<file path="src/sv/vkvfl_ram.sv">
// Generic simple dual-port RAM with one write port and a registered read port.
module vkvfl_ram #(
  parameter int WIDTH = 8,
  parameter int DEPTH = 16
) (
  input  logic                     clk,
  input  logic                     wr_en,
  input  logic [$clog2(DEPTH)-1:0] wr_addr,
  input  logic [WIDTH-1:0]         wr_data,
  input  logic [$clog2(DEPTH)-1:0] rd_addr,
  output logic [WIDTH-1:0]         rd_data
);

  logic [WIDTH-1:0] mem [DEPTH];
  logic [WIDTH-1:0] rd_data_r;

  always_ff @(posedge clk) begin
    if (wr_en) begin
      mem[wr_addr] <= wr_data;
    end
    rd_data_r <= mem[rd_addr];
  end

  assign rd_data = rd_data_r;

endmodule

</file>
<file path="config.mk">
export PLATFORM = sky130hd
export DESIGN_NAME = vkvfl_ram
export DESIGN_NICKNAME = d
export VERILOG_FILES = /design/src/sv/vkvfl_ram.sv
export SDC_FILE = /design/constraint.sdc
export NUM_CORES = 1
export LEC_CHECK = 0
export BUFFER_PORTS_ARGS = -buffer_cell sky130_fd_sc_hd__buf_2
export CAP_MARGIN = 20
export CORE_ASPECT_RATIO = 0.6
export CORE_MARGIN = 2
export CORE_UTILIZATION = 45
export CTS_CLUSTER_SIZE = 20
export DETAILED_ROUTE_END_ITERATION = 7
export PLACE_DENSITY = 0.64
export SLEW_MARGIN = 20
export SYNTH_ARGS = -nofsm -noshare
export SYNTH_HDL_FRONTEND = slang
export SYNTH_SLANG_ARGS = --single-unit
</file>
<file path="constraint.sdc">
create_clock -name clk -period 2.2 [get_ports clk]
set_input_delay 0.66 -clock clk [delete_from_list [all_inputs] [get_ports clk]]
set_output_delay 0.66 -clock clk [all_outputs]
set_load 0.02 [all_outputs]
</file>
==> flow_metrics.env <==
export IMPL_layout_common_cells="128 x edfxtp_1, 25 x buf_2, 19 x buf_4"
export IMPL_core_mm2=0.0112
export IMPL_timing_final_ws_setup_ns=0.541
export IMPL_clockBufferDepth=2
export IMPL_stdcell_area_mm2=0.00620
export IMPL_grt_max_degree=19
export IMPL_synth_nets=247
export IMPL_cts_buffers_inserted=17
export IMPL_n_fill_cell=857
export IMPL_crit_family="multiplexers"
export IMPL_ioPinCount=26
export IMPL_placed_area_mm2=0.00557
export IMPL_vdd_drop_max_mv=0.537
export IMPL_antenna_found_initial=0
export IMPL_netlist_instances=229
export IMPL_leakagePower_nw=2.13
export IMPL_grt_overflow=0
export IMPL_clk_latency_ns=0.42
export IMPL_crit_start="rd_addr[0]"
export IMPL_setup_violations=0
export IMPL_drive_gt1_frac=0.329
export IMPL_htreeDepth=4
export IMPL_clock_sinks=136
export IMPL_slowest_delay_ns=0.59
export IMPL_finClkSkew_ns=0.00800
export IMPL_grt_usage=0.183
export IMPL_syn_cell_area_mm2=0.00515
export IMPL_post_cts_setup_buffers=0
export IMPL_drc=0
export IMPL_antenna_cells=0
export IMPL_fp_row_count=30
export IMPL_status="completed"
export IMPL_hpwlAfterDp_um=6740
export IMPL_slew_viol_final=0
export IMPL_finalWeightedCongestion=0.714
export IMPL_hold_class="input port to flop"
export IMPL_avgSynthCellArea_um2=22.5
export IMPL_slew_limit_headroom=0.459
export IMPL_r2r_setup_slack_ns=0.87
export IMPL_cp_required_ns=2.49
export IMPL_path_buf_inv=2
export IMPL_post_drt_wl_per_cell_um=22.9
export IMPL_maxCapViolCount=0
export IMPL_final_common_cell="edfxtp_1"
export IMPL_cts_resized=0
export IMPL_grt_pass1_wl_um=15400
export IMPL_die_area_mm2=0.0123
export IMPL_hold_violations=0
export IMPL_arrival_ns=1.95
export IMPL_routed_via_density=5.51
export IMPL_cp_max_fo=12
export IMPL_die_h_um=86.8
export IMPL_min_period_ns=1.66
export IMPL_post_route_period_util=0.754
export IMPL_path_cells="buf_2, buf_12, mux4_1, a22oi_1, nand2_1"
export IMPL_worstHoldStart="wr_data[6]"
export IMPL_path_clk_slew_ns=0.06
export IMPL_yosys_cell_types_count=19
export IMPL_grt_pass1_vias=2493
export IMPL_vias=2435
export IMPL_powerDensity_mw_per_mm2=995
export IMPL_final_util=0.552
export IMPL_area_growth_pct=20.4
export IMPL_drtAntennaViolNets=0
export IMPL_critPathKind="input port to flop"
export IMPL_cp_start_kind="input port"
export IMPL_ys_ff_latch=136
export IMPL_place_ws_ns=0.0915
export IMPL_tightest_slew_ns=0.809
export IMPL_max_freq_mhz=603
export IMPL_die_w_um=142
export IMPL_r2r_start="mem[5][0]"
export IMPL_cts_root_buf="clkbuf_16"
export IMPL_cp_end_kind="flop"
export IMPL_wl_um=10100
export IMPL_cts_tree="built"
export IMPL_dr_pass1_iters=4
export IMPL_initial_core_util=0.459
export IMPL_cp_slowest_cell="mux4_1"
export IMPL_nets=303
export IMPL_ys_warn_count=0
export IMPL_seq_area_frac_synth=0.778
export IMPL_holdBufCountCts=0
export IMPL_rsz0062_at_grt="no"
export IMPL_first_iter_violations=135
export IMPL_port_buffer_count=25
export IMPL_tns_ns=0
## kinds of logic after synthesis
| group | Yosys count | share of synthesized area |
|---|---|---|
| mux | 32 | 0.150 |
| compound gates | 16 | 0.0233 |
| buf+inv | 10 | 0.0168 |
| simple gates | 35 | 0.0318 |
| flops | 136 | 0.778 |
## cells in the mapped netlist, drive strengths merged
library cell,instances,area (um2)
mux4,32,773
nand2,9,33.8
clkdlybuf4s25,3,30.0
nor2,13,48.8
nand3b,2,15.0
edfxtp,128,3840
and2b,1,7.51
buf,7,56.3
or3b,1,8.76
nor3,4,20.0
nand3,1,5.00
dfxtp,8,160
and2,1,6.26
nor2b,1,6.26
nand2b,2,12.5
a22oi,16,120
## sequential cells by signal, indices dropped and copies added, names as in the netlist
register / count
mem: 128
rd_data: 8
## power breakdown
| group | switching, mW | internal, mW |
|---|---|---|
| sequential | 0.0183 | 2.90 |
| clock | 1.06 | 1.90 |
| combinational | 0.165 | 0.122 |
## worst paths after layout
| check | end | depth (start not counted) |
|---|---|---|
| worst max-delay path | rd_data[0] | 5 |
| worst min-delay path | mem[15][6] | 1 |
| worst max register to register | rd_data[0] | 3 |
| worst min register to register | rd_data[5] | 3 |
## layout make-up
class	count	area, um2	share of cell area
flip-flops and latches	136	4000	0.646
multi-input cells	83	1060	0.171
clock buffers	17	425	0.0686
repair buffers	47	328	0.0529
clock inverters	15	203	0.0327
well taps	144	180	0.0291
## per-stage QoR
| step | hold WS, ns | std cells | power (mW) |
|---|---|---|---|
| 6_report | 0.623 | 442 | 6.17 |
| 5_1_grt | 0.620 | 442 | 6.38 |
| 4_1_cts | 0.610 | 442 | 6.23 |
| 3_5_place_dp | 0.667 | 410 | 3.26 |
| 3_3_place_gp | 0.664 | 410 | 3.26 |
| 2_1_floorplan | 0.629 | 229 | 3.13 |
## per-layer routing
metal / GRT usage / wire length [um] / vias to the layer above
met3: 0.0652 / 476 / 5
met1: 0.281 / 5150 / 1293
li1: - / - / 1085
met2: 0.245 / 4470 / 52
met4: 0.0545 / 33 / 0
met5: 0 / 0 / -
No activity file was read; power rests on OpenSTA's default activity.
